## src/rtl/mksd_pkg.sv

```systemverilog
package mksd_pkg;

    localparam int KEY_SLOTS        = 8;
    localparam int NUM_KEYS_DEFAULT = 8;
    localparam int KEY_IDX_W        = 3;
    localparam int CNT_W            = 4;
    localparam int CFG_IDX_W        = 4;
    localparam int CFG_DATA_W       = 8;

    localparam logic [CNT_W-1:0] CNT_MAX           = '1;
    localparam logic [CNT_W-1:0] CONFIRM_RESET     = CNT_W'(3);
    localparam logic [KEY_SLOTS-1:0] ACTIVE_LOW_RESET = '0;

    localparam logic [CFG_IDX_W-1:0] CFG_ACTIVE_LOW_MASK = CFG_IDX_W'(0);
    localparam logic [CFG_IDX_W-1:0] CFG_CONFIRM_SAMPLES = CFG_IDX_W'(1);

    // events confirmed by one tick, one bit per key
    typedef struct packed {
        logic                 valid;
        logic [KEY_SLOTS-1:0] mask;
        logic [KEY_SLOTS-1:0] level;
    } mksd_batch_t;

endpackage

```

## src/rtl/mksd_if.sv

```systemverilog
interface mksd_tick_if;
    import mksd_pkg::*;
    logic                 valid;
    logic                 ready;
    logic [KEY_SLOTS-1:0] pin_levels;

    modport source (output valid, output pin_levels, input ready);
    modport sink   (input valid, input pin_levels, output ready);
endinterface

interface mksd_event_if;
    import mksd_pkg::*;
    logic                 valid;
    logic                 ready;
    logic [KEY_IDX_W-1:0] key_index;
    logic                 pressed;
    logic                 last_event;

    modport source (output valid, output key_index, output pressed, output last_event,
                    input ready);
    modport sink   (input valid, input key_index, input pressed, input last_event,
                    output ready);
endinterface

interface mksd_cfg_if;
    import mksd_pkg::*;
    logic                  valid;
    logic                  ready;
    logic [CFG_IDX_W-1:0]  index;
    logic [CFG_DATA_W-1:0] data;

    modport source (output valid, output index, output data, input ready);
    modport sink   (input valid, input index, input data, output ready);
endinterface

```

## src/rtl/mksd_core.sv

```systemverilog
module mksd_core #(
    parameter int NUM_KEYS = mksd_pkg::NUM_KEYS_DEFAULT
) (
    input  logic                 clk,
    input  logic                 rst_n,
    mksd_tick_if.sink            tick,
    mksd_cfg_if.sink             cfg,
    output mksd_pkg::mksd_batch_t batch,
    input  logic                 batch_take
);
    import mksd_pkg::*;

    localparam int ACTIVE_KEYS = (NUM_KEYS < KEY_SLOTS) ? NUM_KEYS : KEY_SLOTS;

    logic [KEY_SLOTS-1:0]   active_low_reg;
    logic [CNT_W-1:0]       confirm_reg;

    logic [ACTIVE_KEYS-1:0] conf_reg, conf_next;
    logic [ACTIVE_KEYS-1:0] last_reg, last_next;
    logic [CNT_W-1:0]       cnt_reg  [ACTIVE_KEYS];
    logic [CNT_W-1:0]       cnt_next [ACTIVE_KEYS];

    logic                   batch_valid_reg;
    logic [KEY_SLOTS-1:0]   batch_mask_reg;
    logic [KEY_SLOTS-1:0]   batch_level_reg;

    logic [KEY_SLOTS-1:0]   ev_next;
    logic [KEY_SLOTS-1:0]   lvl_next;
    logic                   accept;

    assign cfg.ready  = 1'b1;
    assign tick.ready = !batch_valid_reg || batch_take;
    assign accept     = tick.valid && tick.ready;

    assign batch.valid = batch_valid_reg;
    assign batch.mask  = batch_mask_reg;
    assign batch.level = batch_level_reg;

    always_comb
    begin
        logic             lvl;
        logic [CNT_W-1:0] inc;
        conf_next = conf_reg;
        last_next = last_reg;
        ev_next   = '0;
        lvl_next  = '0;
        for (int i = 0; i < ACTIVE_KEYS; i++)
        begin
            cnt_next[i] = cnt_reg[i];
            lvl         = tick.pin_levels[i] ^ active_low_reg[i];
            lvl_next[i] = lvl;
            inc         = (cnt_reg[i] == CNT_MAX) ? cnt_reg[i] : cnt_reg[i] + CNT_W'(1);
            if (lvl != last_reg[i])
            begin
                last_next[i] = lvl;
                cnt_next[i]  = CNT_W'(1);
            end
            else if (lvl != conf_reg[i])
            begin
                if (inc >= confirm_reg)
                begin
                    conf_next[i] = lvl;
                    cnt_next[i]  = '0;
                    ev_next[i]   = 1'b1;
                end
                else
                begin
                    cnt_next[i] = inc;
                end
            end
        end
    end

    always_ff @(posedge clk or negedge rst_n)
    begin
        if (!rst_n)
        begin
            active_low_reg <= ACTIVE_LOW_RESET;
            confirm_reg    <= CONFIRM_RESET;
        end
        else if (cfg.valid)
        begin
            unique case (cfg.index)
                CFG_ACTIVE_LOW_MASK: active_low_reg <= cfg.data[KEY_SLOTS-1:0];
                CFG_CONFIRM_SAMPLES: confirm_reg    <= cfg.data[CNT_W-1:0];
                default: ;
            endcase
        end
    end

    always_ff @(posedge clk or negedge rst_n)
    begin
        if (!rst_n)
        begin
            conf_reg <= '0;
            last_reg <= '0;
            for (int i = 0; i < ACTIVE_KEYS; i++)
            begin
                cnt_reg[i] <= '0;
            end
        end
        else if (accept)
        begin
            conf_reg <= conf_next;
            last_reg <= last_next;
            for (int i = 0; i < ACTIVE_KEYS; i++)
            begin
                cnt_reg[i] <= cnt_next[i];
            end
        end
    end

    // a tick with no confirmed change leaves nothing for the serialiser
    always_ff @(posedge clk or negedge rst_n)
    begin
        if (!rst_n)
        begin
            batch_valid_reg <= 1'b0;
        end
        else if (accept)
        begin
            batch_valid_reg <= |ev_next;
        end
        else if (batch_take)
        begin
            batch_valid_reg <= 1'b0;
        end
    end

    always_ff @(posedge clk)
    begin
        if (accept)
        begin
            batch_mask_reg  <= ev_next;
            batch_level_reg <= lvl_next;
        end
    end

    a_batch_not_empty: assert property (@(posedge clk) disable iff (!rst_n)
        batch_valid_reg |-> (batch_mask_reg != '0))
        else $error("empty event batch held");

    a_batch_holds: assert property (@(posedge clk) disable iff (!rst_n)
        (batch_valid_reg && !batch_take) |=> (batch_valid_reg && $stable(batch_mask_reg)))
        else $error("event batch lost before it was taken");

    a_state_only_on_accept: assert property (@(posedge clk) disable iff (!rst_n)
        !accept |=> ($stable(conf_reg) && $stable(last_reg)))
        else $error("key state moved without a tick");

endmodule

```

## src/rtl/mksd_serializer.sv

```systemverilog
module mksd_serializer (
    input  logic                 clk,
    input  logic                 rst_n,
    input  mksd_pkg::mksd_batch_t batch,
    output logic                 batch_take,
    mksd_event_if.source         events
);
    import mksd_pkg::*;

    logic [KEY_SLOTS-1:0] mask_reg, mask_next;
    logic [KEY_SLOTS-1:0] level_reg;
    logic [KEY_SLOTS-1:0] sel;
    logic [KEY_IDX_W-1:0] sel_idx;
    logic                 last;
    logic                 fire;

    // lowest pending key goes first
    assign sel  = mask_reg & (~mask_reg + KEY_SLOTS'(1));
    assign last = (mask_reg & (mask_reg - KEY_SLOTS'(1))) == '0;
    assign fire = events.valid && events.ready;

    assign batch_take = batch.valid && ((mask_reg == '0) || (fire && last));

    always_comb
    begin
        sel_idx = '0;
        for (int i = KEY_SLOTS - 1; i >= 0; i--)
        begin
            if (mask_reg[i])
            begin
                sel_idx = KEY_IDX_W'(i);
            end
        end
    end

    assign events.valid      = mask_reg != '0;
    assign events.key_index  = sel_idx;
    assign events.pressed    = |(level_reg & sel);
    assign events.last_event = last;

    always_comb
    begin
        mask_next = mask_reg;
        if (fire)
        begin
            mask_next = mask_reg & ~sel;
        end
        if (batch_take)
        begin
            mask_next = batch.mask;
        end
    end

    always_ff @(posedge clk or negedge rst_n)
    begin
        if (!rst_n)
        begin
            mask_reg <= '0;
        end
        else
        begin
            mask_reg <= mask_next;
        end
    end

    always_ff @(posedge clk)
    begin
        if (batch_take)
        begin
            level_reg <= batch.level;
        end
    end

    a_one_key_selected: assert property (@(posedge clk) disable iff (!rst_n)
        events.valid |-> $onehot(sel))
        else $error("event beat does not select exactly one key");

    a_load_only_when_drained: assert property (@(posedge clk) disable iff (!rst_n)
        batch_take |-> ((mask_reg == '0) || (fire && last)))
        else $error("new batch loaded over pending events");

    a_stall_holds_mask: assert property (@(posedge clk) disable iff (!rst_n)
        (events.valid && !events.ready) |=> $stable(mask_reg))
        else $error("pending events changed while stalled");

endmodule

```

## src/rtl/multi_key_sample_debouncer.sv

```systemverilog
// Debounces up to eight keys polled together. Each tick beat carries the raw level of
// every pin; a key's level is inverted where its bit in active_low_mask is set, and a
// new level is confirmed after confirm_samples (at least two) equal samples in a row.
// Each confirmed change leaves as one event beat (key index, pressed or released),
// lowest key first, with last_event set on the final event of that tick. All keys come
// out of reset released; no clearing pass is needed. Key state updates in the cycle a
// tick is accepted, so ticks may come in every cycle unless a batch waits to be taken;
// a tick with k confirmed changes sends k event beats on the single event output (a
// quiet tick sends none), and a one-batch register between the update logic and the
// event output lets the next tick be taken while events of the previous one drain. A
// tick yields at most eight events.
module multi_key_sample_debouncer #(
    parameter int NUM_KEYS = mksd_pkg::NUM_KEYS_DEFAULT
) (
    input  logic         clk,
    input  logic         rst_n,
    mksd_tick_if.sink    tick,
    mksd_cfg_if.sink     cfg,
    mksd_event_if.source events
);
    import mksd_pkg::*;

    mksd_batch_t batch;
    logic        batch_take;

    mksd_core #(
        .NUM_KEYS (NUM_KEYS)
    ) u_core (
        .clk        (clk),
        .rst_n      (rst_n),
        .tick       (tick),
        .cfg        (cfg),
        .batch      (batch),
        .batch_take (batch_take)
    );

    mksd_serializer u_serializer (
        .clk        (clk),
        .rst_n      (rst_n),
        .batch      (batch),
        .batch_take (batch_take),
        .events     (events)
    );

endmodule
```

## src/flat_wrapper.sv

```systemverilog
// flat-port wrapper written by rule: the top's interface ports become plain ports
module multi_key_sample_debouncer_flat import mksd_pkg::*;
#(
    parameter int NUM_KEYS = mksd_pkg::NUM_KEYS_DEFAULT
)
  (clk, rst_n, tick_valid, tick_pin_levels, tick_ready, cfg_valid, cfg_index, cfg_data, cfg_ready, events_valid, events_key_index, events_pressed, events_last_event, events_ready);
  mksd_tick_if tick_i ();
  mksd_cfg_if cfg_i ();
  mksd_event_if events_i ();
  input  logic clk;
  input  logic rst_n;
  input wire logic [$bits(tick_i.valid)-1:0] tick_valid;
  input wire logic [$bits(tick_i.pin_levels)-1:0] tick_pin_levels;
  output wire logic [$bits(tick_i.ready)-1:0] tick_ready;
  input wire logic [$bits(cfg_i.valid)-1:0] cfg_valid;
  input wire logic [$bits(cfg_i.index)-1:0] cfg_index;
  input wire logic [$bits(cfg_i.data)-1:0] cfg_data;
  output wire logic [$bits(cfg_i.ready)-1:0] cfg_ready;
  output wire logic [$bits(events_i.valid)-1:0] events_valid;
  output wire logic [$bits(events_i.key_index)-1:0] events_key_index;
  output wire logic [$bits(events_i.pressed)-1:0] events_pressed;
  output wire logic [$bits(events_i.last_event)-1:0] events_last_event;
  input wire logic [$bits(events_i.ready)-1:0] events_ready;
  assign tick_i.valid = tick_valid;
  assign tick_i.pin_levels = tick_pin_levels;
  assign tick_ready = tick_i.ready;
  assign cfg_i.valid = cfg_valid;
  assign cfg_i.index = cfg_index;
  assign cfg_i.data = cfg_data;
  assign cfg_ready = cfg_i.ready;
  assign events_valid = events_i.valid;
  assign events_key_index = events_i.key_index;
  assign events_pressed = events_i.pressed;
  assign events_last_event = events_i.last_event;
  assign events_i.ready = events_ready;
  multi_key_sample_debouncer #(.NUM_KEYS(NUM_KEYS)) u_core (.clk(clk), .rst_n(rst_n), .tick(tick_i), .cfg(cfg_i), .events(events_i));
endmodule
```

## config.mk

```make
export PLATFORM = sky130hd
export DESIGN_NAME = multi_key_sample_debouncer_flat
export DESIGN_NICKNAME = d
export VERILOG_FILES = /design/src/rtl/mksd_pkg.sv /design/src/rtl/mksd_if.sv /design/src/rtl/mksd_core.sv /design/src/rtl/mksd_serializer.sv /design/src/rtl/multi_key_sample_debouncer.sv /design/src/flat_wrapper.sv
export SDC_FILE = /design/constraint.sdc
export NUM_CORES = 1
export LEC_CHECK = 0
export BUFFER_PORTS_ARGS = -buffer_cell sky130_fd_sc_hd__buf_2
export CAP_MARGIN = 10
export CORE_UTILIZATION = 38
export DETAILED_ROUTE_END_ITERATION = 8
export GPL_TIMING_DRIVEN = 1
export SYNTH_ARGS = -nofsm -noshare
export SYNTH_HDL_FRONTEND = slang
export SYNTH_HIERARCHICAL = 1
export SYNTH_SLANG_ARGS = --single-unit
```

## constraint.sdc

```tcl
create_clock -name clk -period 3.5 [get_ports clk]
set_input_delay 0.7 -clock clk [delete_from_list [all_inputs] [get_ports clk]]
set_output_delay 0.7 -clock clk [all_outputs]
set_load 0.01 [all_outputs]
```

======== Yosys cells after proc, flatten, opt, wreduce, memory -nomap -nowiden ========
Cells that the tools add are included.
word-level totals
  register bits ........................... 93
  input bits .............................. 25
  output and inout port bits .............. 8
  logic and storage cells ................. 213
cells by class
  add/sub/neg operators ................... 10
  order comparisons ....................... 8
  equal/unequal tests ..................... 25
  mux-type cells .......................... 68
  bitwise gates (word level) .............. 22
  reductions and logical operators ........ 49
operators with widths
  operator                                                             number
  4-bit 2-to-1 mux                                                     32
  2-bit AND reduction                                                  18
  4-bit by 1-bit adder with 4-bit output (second input constant)       8
  8-bit AND                                                            4
  4-bit == test (second input constant)                                8
  4-bit >= comparator                                                  8
  4-bit AND reduction                                                  8
  1-bit 2-to-1 mux                                                     26
  3-bit 2-to-1 mux                                                     8
  2-bit nonzero test                                                   10
  8-bit logical NOT                                                    2
  8-bit 2-to-1 mux                                                     2
  1-bit != test                                                        16
  8-bit inverter                                                       2
  8-bit OR reduction                                                   2
  8-bit by 1-bit adder with 8-bit output (second input constant)       1
  1-bit inverter                                                       8
  8-bit nonzero test                                                   1
  8-bit by 1-bit subtractor with 8-bit output (second input constant)  1
  1-bit bitwise XOR                                                    8
  4-bit by 1-bit == test with 1-bit output (second input constant)     1
  1-bit logical AND                                                    4
  4-bit logical NOT                                                    1
  1-bit logical OR                                                     2
  1-bit logical NOT                                                    1

======== Depth between registers and ports, before layout ========
Gate-level depths: netlist of the first run.
  depth after elaboration ................. 9
  gate-level depth with buffers ........... 14
  mapped depth without buffers ............ 11

======== Cells and area by module ========
Netlist of the first run, hierarchy kept.
by module, submodules not included
  module           instances  cells an instance  area an instance (um2)  sequential area each (um2)
  mksd_core        1          507                4,957.3                 2,009.4
  mksd_serializer  1          92                 934.6                   440.4

======== Worst setup path before layout of the first run ========
OpenSTA, ideal clock, no wires.
  kind .................................... register to register
  start point ............................. register u_core.u_serializer.mask_reg[0]
  end point ............................... register u_core.u_core.batch_level_reg[0], enable pin
  setup time .............................. 0.387 ns
  arrival time ............................ 2.923 ns
  required time ........................... 3.113 ns
  setup slack ............................. 0.190 ns
  stages on the path, launching flop included .. 12
  buffers on the path ..................... 4
  period minus slack after synthesis ...... 3.310 ns
  path through ............................ dfrtp_1 > buf_6 > maj3_2 > o31a_1 > a211oi_2 > or2_1 > buf_6 > nand2b_4 > nand2_1 > inv_2 > buf_1 > clkbuf_1
between the ends
  longest elaborated chain between the ends .. 8
  elaborated cells between the ends (all ways) .. 11
  those cells by class .................... add/sub: 1; bitwise: 1; reduce/logical: 9
RTL lines
  item                                         line                              text
  start: declaration                           mksd_serializer.sv:10             logic [KEY_SLOTS-1:0] mask_reg, mask_next;
  start signal: assignment                     mksd_serializer.sv:62             mask_reg <= mask_next;
  8-bit by 1-bit subtractor with 8-bit output  mksd_serializer.sv:19             assign last = (mask_reg & (mask_reg - KEY_SLOTS'(1))) == '0;
  8-bit AND                                    mksd_serializer.sv:19
  8-bit logical NOT                            mksd_serializer.sv:19
  1-bit logical AND                            mksd_serializer.sv:22             assign batch_take = batch.valid && ((mask_reg == '0) || (fire && last));
  1-bit logical OR (*)                         mksd_serializer.sv:22
  1-bit logical AND (*)                        mksd_serializer.sv:22
  named net u_core.batch_take                  multi_key_sample_debouncer.sv:24  logic batch_take;
  1-bit logical OR (*)                         mksd_core.sv:32                   assign tick.ready = !batch_valid_reg || batch_take;
  named net tick_ready                         flat_wrapper.sv:14                output wire logic [$bits(tick_i.ready)-1:0] tick_ready;
  1-bit logical AND (*)                        mksd_core.sv:33                   assign accept = tick.valid && tick.ready;
  named net u_core.u_core.accept               mksd_core.sv:29                   logic accept;
  end signal: assignment                       mksd_core.sv:135                  batch_level_reg <= lvl_next;
  end: declaration                             mksd_core.sv:25                   logic [KEY_SLOTS-1:0] batch_level_reg;
The timed path passes the listed nets; every way through them passes the cells marked *.
A chain may end at the register's enable or synchronous reset.

======== Worst setup path in the final report of the first run ========
  start point ............................. register u_core.u_serializer.mask_reg[4]
  end point ............................... register u_core/u_core/cnt_reg[14] (netlist bit)
between the ends
  longest elaborated chain between the ends .. 9
  elaborated cells between the ends (all ways) .. 12
  those cells by class .................... add/sub: 1; bitwise: 1; reduce/logical: 10
RTL lines
  item                                         line                              text
  8-bit by 1-bit subtractor with 8-bit output  mksd_serializer.sv:19
  8-bit AND                                    mksd_serializer.sv:19
  8-bit logical NOT                            mksd_serializer.sv:19
  1-bit logical AND                            mksd_serializer.sv:22
  1-bit logical OR (*)                         mksd_serializer.sv:22
  1-bit logical AND (*)                        mksd_serializer.sv:22
  named net u_core.batch_take                  multi_key_sample_debouncer.sv:24
  1-bit logical OR (*)                         mksd_core.sv:32
  1-bit logical AND (*)                        mksd_core.sv:33
  2-bit AND reduction (no source line) (*)     n/a
  end signal: indexed assignment               mksd_core.sv:108                  cnt_reg[i] <= cnt_next[i];
  end: declaration                             mksd_core.sv:20                   logic [CNT_W-1:0] cnt_reg [ACTIVE_KEYS];
Marks and branches as above.

==> results.cfg, run 1 <==
[worst_setup_path]
path_class = reg -> reg
r2r-end = u_core/u_core/cnt_reg[14]$_DFFE_PN0P_
r2r-start = u_core/u_serializer/mask_reg[4]$_DFFE_PN0P_
cp-end-kind = flop
cp.arrival_ps = 3260
cp_slowest_stage_delay_ps = 510
worstPathRequired_ps = 3730
r2r_slack_ps = 470
path_max_fanout = 22
critPathLaunchType = flop
slowest_stage = dfrtp_1
path_cells = maj3_2, o31a_1, a211oi_2, or2_1, nand2b_4, nand2_1, inv_2, buf_4, nand3_1, o41ai_1
r2r_cells = 10

[power]
p_leak_nw = 2.80
power_density_mw_per_mm2 = 911
peakVddDrop_mv = 0.398
finalPower_mw = 6.02

[global_route]
grt.total_usage_pct = 17.3
grt_overflow = 0
grt_pass1_wl_microns = 21800
antenna_found_initial = 0
first_global_vias = 4524
grt_start_max_net_pins = 70

[logic_synthesis]
avgSynthCellArea_sq_um = 9.84
synth.area.top_cells = dfrtp_1, edfxtp_1, ha_1
yosysWarnings = 6
yosysSeqAreaShare_pct = 41.6
ys.flop_type = dfrtp_1
syn_inst = 599
synth-edff-count = 24
synth_commonest_cells = dfrtp_1, nand2_1, nor2_1
yosys.cell_types.count = 82
netlist_area_sq_mm = 0.00589
yosysMostFrequentCell = dfrtp_1
syn-num-nets = 664
ys_ff_latch = 93
synth-async-reset-ratio_pct = 74.2
netlist.area_leader.share_pct = 28.5
synth.largest_area_cell = dfrtp_1

[finish]
design_area_sq_mm = 0.00661
finalNonFillerCells = 829
area_delta_synth_final_pct = 12.2
finalCoreUtilization_pct = 43.7
nets = 701
largest_reg_flops = 32
antenna_cells = 0
nFillCells = 1443
final_layout_size_suffix_gt1_share_pct = 17.0

[sta]
period_minus_slack_ps = 3030
final.period_utilization_pct = 86.5
setup_slack_ps = 471
worstMarginPinSlew_ps = 928
whs_ps = 421
slew_viol_final = 0
setup_tns_ps = 0
slew_headroom_pct = 38.1
clock_skew_ps = 11.4
maxClockFrequency_mhz = 330
hold_viol = 0
grt_setup_unrepaired = no
finalSetupViolCount = 0

[clock_network]
clk_latency_ps = 350
hold_buffers = 0
cts.path.max_buffers = 2
cts_resized = 0
htreeDepth = 3
cts_num_sinks = 93
cts_buffers = 9
cts_setup_buffers = 0
clkTransAtPathRegs_ps = 60
tritoncts = done
root_buffer = clkbuf_16

[die]
rows = 45
dieWidth_microns = 127
pin_count = 33
fp.dieH_microns = 127
die_area_sq_mm = 0.0160
core-area_sq_mm = 0.0151
start_util_pct = 38.9

[route]
route.detailed.drc = 0
vias = 4520
wirelength_microns = 12700
drt_iter0_drc = 328
vias_per_cell = 5.45
dr.pass1.iters = 4
post_drt_wl_per_cell_microns = 15.3
ant_nets = 0

[hold_path]
hold_depth = 0
holdPathEnd = u_core/u_serializer/level_reg[1]$_DFFE_PP_
min_path_type = reg -> reg
hold_start = u_core/u_core/batch_level_reg[1]$_DFFE_PP_

[status]
outcome = complete, no violations

[place]
dpl_worst_slack_ps = 479
gp_congestion = 0.851
dpl_cell_area_sq_mm = 0.00626
dp_hpwl_microns = 9090
dp_cells = 813
io_buffers = 31

[flow_run]
max-cap-violations = 0
## worst max-delay path by stage
| stage | from | endpoint | slack (ps) | cells past startpoint |
|---|---|---|---|---|
| after global routing | u_core/u_serializer/mask_reg[1]$_DFFE_PN0P_ | u_core/u_core/cnt_reg[2]$_DFFE_PN0P_ | 220 | 10 |
| after floorplan | u_core/u_serializer/mask_reg[0]$_DFFE_PN0P_ | u_core/u_core/batch_level_reg[0]$_DFFE_PP_ | 190 | 11 |
| after detailed placement | u_core/u_serializer/mask_reg[0]$_DFFE_PN0P_ | u_core/u_core/cnt_reg[3]$_DFFE_PN0P_ | 480 | 10 |
| final | u_core/u_serializer/mask_reg[4]$_DFFE_PN0P_ | u_core/u_core/cnt_reg[14]$_DFFE_PN0P_ | 470 | 10 |
| after global placement | u_core/u_serializer/mask_reg[0]$_DFFE_PN0P_ | u_core/u_core/cnt_reg[3]$_DFFE_PN0P_ | 550 | 10 |
| after CTS | u_core/u_serializer/mask_reg[4]$_DFFE_PN0P_ | u_core/u_core/cnt_reg[14]$_DFFE_PN0P_ | 490 | 10 |
## cell usage in the layout (no fill, tap or decap), drive strengths merged, types with 3 or more instances in the layout
master	count
nand3b	4
mux2	25
nor4	3
a22o	3
a32o	5
dfrtp	67
nor2	62
xnor2	11
bufinv	3
edfxtp	24
nor3	26
inv	26
nand3	36
mux2i	8
and3	4
clkbuf	12
o41ai	5
nor2b	10
nand2	66
nor3b	8
o2bb2ai	4
o31ai	7
and2b	4
a31oi	10
o21ai	29
a211oi	4
nand2b	5
a21oi	22
o21bai	4
ha	40
a21o	3
buf	39
or3	11
xor2	12
o21a	9
## cell families after synthesis
group                    Yosys count  synth area share, %
AO/OA/AOI/OAI                    123                 15.3
adder cells (fa/ha/maj)           41                 8.69
multiplexers                      33                 6.26
other                              1               0.0636
AND/OR/NAND/NOR                  245                 20.6
buffers and inverters             40                 3.08
flip-flops                        93                 41.6
XOR/XNOR                          23                 4.50
## routing by layer
metal / track usage [%] / wire length [microns]
met2: 28.7 / 6060
met4: 7.51 / 254
met1: 22.2 / 6020
met3: 3.04 / 380
met5: 0 / 0
## where the power goes
group	internal [mW]	leakage (nW)	switching [mW]	total, mW
Combinational	1.23	1.55	1.64	2.87
Sequential	1.54	1.08	0.466	2.00
Clock	0.735	0.170	0.415	1.15
## final cells by class
type | instances | area, sq um | share of cell area (%)
clock inverter | 4 | 93.8 | 1.42
multi-input combinational | 466 | 3260 | 49.3
sequential | 93 | 2450 | 37.0
tap | 188 | 235 | 3.56
clock buffer | 12 | 256 | 3.88
inverter | 27 | 101 | 1.53
timing repair buffer | 39 | 215 | 3.25
## critical path: cells and delay by family, from the launching register on
family          cells  cell delay [ps]
compound gates      3              920
simple gates        4              570
buf+inv             2              550
flops               1              510
fa+ha+maj           1              350
No activity file was read; power rests on OpenSTA's default activity.
==> run 2, diff against run 1 <==
--- a/config.mk
+++ b/config.mk
@@ -7,6 +7,7 @@
 export LEC_CHECK = 0
 export BUFFER_PORTS_ARGS = -buffer_cell sky130_fd_sc_hd__buf_2
 export CAP_MARGIN = 10
+export CORE_ASPECT_RATIO = 1.4
 export CORE_UTILIZATION = 38
 export DETAILED_ROUTE_END_ITERATION = 8
 export GPL_TIMING_DRIVEN = 1
==> run 2 against run 1 <==
Against the previous run: design area decreased by 1.2%; first-iteration DRC count fell by 31%; cell count increased by 0.24%; clock power shrank 23%; critical path type unchanged.
==> results.cfg, run 2 (synthesis results as in run 1) <==
[sta]
worstMarginPinSlew_ps = 921
period_minus_slack_ps = 2990
setup_tns_ps = 0
hold_viol = 0
maxClockFrequency_mhz = 335
slew_viol_final = 0
whs_ps = 416
slew_headroom_pct = 38.6
finalSetupViolCount = 0
clock_skew_ps = 10.8
final.period_utilization_pct = 85.4
grt_setup_unrepaired = no

[die]
dieWidth_microns = 107
core-area_sq_mm = 0.0151
fp.dieH_microns = 149
rows = 53
die_area_sq_mm = 0.0160
pin_count = 33
start_util_pct = 39.1

[route]
route.detailed.drc = 0
vias_per_cell = 5.47
vias = 4543
ant_nets = 0
wirelength_microns = 12700
drt_iter0_drc = 225
post_drt_wl_per_cell_microns = 15.3
dr.pass1.iters = 4

[worst_setup_path]
slowest_stage = dfrtp_1
path_cells = maj3_2, o31a_1, a211oi_2, or2_1, nand2b_4, nand2_1, inv_2, buf_12, nand3_1, o41ai_1
cp.arrival_ps = 3200
path_buf_inv = 2
critPathLaunchType = flop
path_max_fanout = 24
cp-end-kind = flop
path_class = reg -> reg
worstPathRequired_ps = 3710
cp_slowest_stage_delay_ps = 500
crit_family = compound AO/OA/AOI/OAI gates

[global_route]
grt_util_met3_pct = 2.62
met1_usage_pct = 20.0
grt-busiest-layer = met2
grt_start_max_net_pins = 70
grt_pass1_wl_microns = 21900
grt_overflow = 0
grt.total_usage_pct = 17.4
first_global_vias = 4511
use_met2_pct = 31.7
antenna_found_initial = 0

[power]
p_leak_nw = 2.75
swShare_pct = 43.4
p_clk_share_pct = 15.4
pwr-share-comb_pct = 49.9
power_density_mw_per_mm2 = 882
internal_power_mw = 3.26
peakVddDrop_mv = 0.329
switching_power_mw = 2.50
seq_power_share_pct = 34.7

[clock_network]
tritoncts = done
cts.path.max_buffers = 2
clk_latency_ps = 340
cts_setup_buffers = 0
htreeDepth = 3
root_buffer = clkbuf_16
cts_buffers = 9
clkTransAtPathRegs_ps = 70
cts_num_sinks = 93
cts_resized = 0
hold_buffers = 0

[hold_path]
min_path_type = reg -> reg

[finish]
area_delta_synth_final_pct = 10.9
antenna_cells = 0
finalNonFillerCells = 831
final_common_cell = dfrtp_1
nets = 699
largest_reg_flops = 32
final_cell_mix = dfrtp_1, nand2_1, nor2_1
final_layout_size_suffix_gt1_share_pct = 16.6

[status]
outcome = complete, no violations

[place]
gp_congestion = 0.884
io_buffers = 31
dp_cells = 815
dp_hpwl_microns = 9620

[flow_run]
max-cap-violations = 0
==> run 2: changes by cell type in the layout (fill, tap and decap cells not counted), sizes merged <==
cell | previous run | this run
buf | 39 | 37
bufinv | 3 | 0
clkbuf | 12 | 10
clkinv | 2 | 4
clkinvlp | 0 | 1
inv | 26 | 28
==> run 2: stage by stage <==
| stage | util [%] | area (sq um) | total power [mW] | worst slack (ps) |
|---|---|---|---|---|
| global route | 43.4 | 6530 | 6.28 | 259 |
| CTS | 43.4 | 6530 | 5.80 | 515 |
| global placement | 41.6 | 6260 | 4.76 | 686 |
| floorplan | - | 5890 | 4.14 | 190 |
| detailed placement | 41.6 | 6260 | 4.89 | 537 |
| finish | 43.4 | 6530 | 5.76 | 512 |
==> run 2: cell type report <==
cell class	instances	area, sq um
clock buffers	10	229
repair buffers	37	213
inverters	27	101
multi-input cells	466	3260
fillers	1440	8520
clock inverters	6	37.5
well taps	192	240
flip-flops and latches	93	2450
==> run 2: path summary, 6_finish.rpt <==
kind                                                        startpoint                                     endpoint  slack, ps  cells past startpoint
setup / recovery           u_core/u_serializer/mask_reg[0]$_DFFE_PN0P_        u_core/u_core/cnt_reg[15]$_DFFE_PN0P_        510                     10
hold / removal              u_core/u_core/batch_level_reg[6]$_DFFE_PP_   u_core/u_serializer/level_reg[6]$_DFFE_PP_        420                      0
setup reg to reg           u_core/u_serializer/mask_reg[0]$_DFFE_PN0P_        u_core/u_core/cnt_reg[15]$_DFFE_PN0P_        510                     10
hold reg to reg             u_core/u_core/batch_level_reg[6]$_DFFE_PP_   u_core/u_serializer/level_reg[6]$_DFFE_PP_        420                      0
max in group asynchronous                                        rst_n  u_core/u_serializer/mask_reg[5]$_DFFE_PN0P_       2310                      2
min in group asynchronous                                        rst_n  u_core/u_core/active_low_reg[5]$_DFFE_PN0P_        570                      2
==> run 2: power by group through the flow <==
stage	clock network, mW	logic (mW)	registers, mW
6_report	0.886	2.88	2.00
4_1_cts	0.914	2.89	2.00
5_1_grt	0.952	3.26	2.07
2_1_floorplan	0	2.31	1.83
3_5_place_dp	0	2.88	2.02
3_3_place_gp	0	2.77	1.99
==> run 2: per-layer routing <==
metal  routed length, microns  share of wire (%)
met2                     6640                 52
met3                      404                3.2
met4                      288                2.3
met1                     5370                 42
met5                        0                  0
==> run 3, diff against run 2 <==
--- a/config.mk
+++ b/config.mk
@@ -13,5 +13,4 @@
 export GPL_TIMING_DRIVEN = 1
 export SYNTH_ARGS = -nofsm -noshare
 export SYNTH_HDL_FRONTEND = slang
-export SYNTH_HIERARCHICAL = 1
 export SYNTH_SLANG_ARGS = --single-unit
==> run 3 against run 2 <==
Against the previous run: setup slack lost 41 ps; utilization up 0.70 points; clock skew fell by 2.2 ps.
==> results.cfg, run 3 <==
[status]
outcome = complete, no violations

[die]
fp.dieH_microns = 148
dieWidth_microns = 106
rows = 52
pin_count = 33
die_area_sq_mm = 0.0157
core-area_sq_mm = 0.0146
start_util_pct = 39.4

[clock_network]
cts_num_sinks = 93
clk_latency_ps = 340
clkTransAtPathRegs_ps = 60
cts_resized = 0
hold_buffers = 0
htreeDepth = 3
cts_buffers = 9
cts_setup_buffers = 0
tritoncts = done
root_buffer = clkbuf_16
cts.path.max_buffers = 2

[route]
dr.pass1.iters = 4
vias = 4417
ant_nets = 0
post_drt_wl_per_cell_microns = 14.9
drt_iter0_drc = 211
wirelength_microns = 12100
vias_per_cell = 5.45
route.detailed.drc = 0

[finish]
antenna_cells = 0
nets = 681
largest_reg_flops = 32
area_delta_synth_final_pct = 12.0
nFillCells = 1429
final_layout_size_suffix_gt1_share_pct = 16.7
final_cell_mix = dfrtp_1, nor2_1, ha_1
final_common_cell = dfrtp_1

[sta]
finalSetupViolCount = 0
maxClockFrequency_mhz = 330
period_minus_slack_ps = 3030
clock_skew_ps = 8.56
worstMarginPinSlew_ps = 705
slew_headroom_pct = 51.8
hold_viol = 0
slew_viol_final = 0
grt_setup_unrepaired = no
setup_tns_ps = 0
final.period_utilization_pct = 86.6

[logic_synthesis]
yosysMostFrequentCell = dfrtp_1
netlist.area_leader.share_pct = 29.1
netlist_area_sq_mm = 0.00576
synth-edff-count = 24
yosys.cell_types.count = 63
yosysSeqAreaShare_pct = 42.5
syn-num-nets = 644
synth-async-reset-ratio_pct = 74.2
synth_commonest_cells = dfrtp_1, nor2_1, ha_1
syn_inst = 579
synth.area.top_cells = dfrtp_1, edfxtp_1, ha_1
synth.largest_area_cell = dfrtp_1
avgSynthCellArea_sq_um = 9.95
ys.flop_type = dfrtp_1
ys_ff_latch = 93
yosysWarnings = 0

[global_route]
grt_overflow = 0
grt_start_max_net_pins = 34
grt_pass1_wl_microns = 20700
first_global_vias = 4355
grt.total_usage_pct = 16.6
antenna_found_initial = 0

[power]
pwr-share-comb_pct = 48.4
finalPower_mw = 5.92
p_leak_nw = 2.80
p_clk_share_pct = 17.5
peakVddDrop_mv = 0.405
internal_power_mw = 3.47
seq_power_share_pct = 34.0
switching_power_mw = 2.45
swShare_pct = 41.3
power_density_mw_per_mm2 = 917

[worst_setup_path]
path_buf_inv = 1
cp.depth = 5
worstPathRequired_ps = 2800
critPathLaunchType = flop
cp_slowest_stage_delay_ps = 610
r2r_cells = 10
crit_family = simple AND/OR/NAND/NOR gates
cp-end-kind = output pin
path_cells = or4_4, or4_1, and3_1, nand2_1, buf_2
path_max_fanout = 10
path_class = reg -> out
slowest_stage = or4_4
cp.arrival_ps = 2330

[hold_path]
min_path_type = in -> async

[place]
gp_congestion = 0.883
io_buffers = 31
dp_hpwl_microns = 9050

[flow_run]
max-cap-violations = 0
run 3: cell types whose count changed after synthesis, moves of 6 or more:
cell and delta:
nor3b_1 -8, mux2_4 +7, and3_1 +7, a31oi_1 -9, mux2i_1 +10, inv_1 +10, o21ai_1 -17, o21ai_0 +27
o31ai_1 -6, xor2_2 -6, a21oi_1 +11, nand2_1 -37
run 3: power groups by stage:
stage / logic, mW / registers, mW / clock network (mW)
CTS: 2.90 / 2.01 / 1.07
finish: 2.87 / 2.01 / 1.04
global placement: 2.79 / 2.00 / 0
floorplan: 2.33 / 1.84 / 0
global route: 3.28 / 2.08 / 1.11
detailed placement: 2.88 / 2.03 / 0
run 3: worst paths after layout:
check                                                       startpoint                                         end  slack, ps
setup / recovery           u_core.u_serializer.mask_reg[4]$_DFFE_PN0P_                                  tick_ready        470
hold / removal                                                   rst_n        u_core.u_core.cnt_reg[7]$_DFFE_PN0P_        320
setup reg to reg                 u_core.u_core.cnt_reg[16]$_DFFE_PN0P_   u_core.u_core.batch_valid_reg$_DFFE_PN0P_        620
hold reg to reg             u_core.u_core.batch_level_reg[5]$_DFFE_PP_  u_core.u_serializer.level_reg[5]$_DFFE_PP_        420
max in group asynchronous                                        rst_n       u_core.u_core.last_reg[7]$_DFFE_PN0P_       2430
min in group clk            u_core.u_core.batch_level_reg[5]$_DFFE_PP_  u_core.u_serializer.level_reg[5]$_DFFE_PP_        420
run 3: final cells by class:
| cell class | instances | area [sq um] | area share [%] |
|---|---|---|---|
| clock buffers | 11 | 243 | 3.76 |
| flip-flops and latches | 93 | 2450 | 38.0 |
| inverters | 35 | 133 | 2.06 |
| multi-input cells | 438 | 3100 | 48.1 |
| repair buffers | 39 | 215 | 3.33 |
| well taps | 189 | 236 | 3.66 |
| clock inverters | 5 | 75.1 | 1.16 |
run 3: logic make-up after synthesis:
logic type,Yosys count,share of synthesized area [%]
and+or+nand+nor,208,19.0
other,1,0.0651
adders and majority gates,42,9.05
xor gates and xnor gates,23,3.50
AOI/OAI and AO/OA,116,12.7
buffers and inverters,48,3.67
DFF,93,42.5
muxes,48,9.49
run 3: routing by layer:
layer  up-vias  global-route usage, %  routed length [microns]
li1       2177                      -                        -
met1      2150                   20.2                     5380
met2        72                   29.3                     6180
met3        18                   2.16                      280
met4         0                   7.22                      251
met5         -                      0                        0
run 3: stage by stage:
stage | instances | utilization, % | hold WS (ps) | worst slack (ps) | area, sq um
final | 810 | 44.1 | 320 | 470 | 6450
after global routing | 810 | 44.1 | 354 | 347 | 6450
after CTS | 810 | 44.1 | 328 | 473 | 6450
after detailed placement | 794 | 41.9 | 407 | 660 | 6140
after global placement | 794 | 41.9 | 404 | 782 | 6140
after floorplan | 579 | - | 400 | 863 | 5760
run 3: worst reg2reg max path: stages (launching register included):
cell and delay [ps]:
dfrtp_1 410, ha_1 230, nand3_1 140, xnor2_1 210
ha_1 260, nand2b_1 130, a2111oi_0 650, a211oi_1 180
nor3_1 210, nand4b_1 130, a22o_1 200
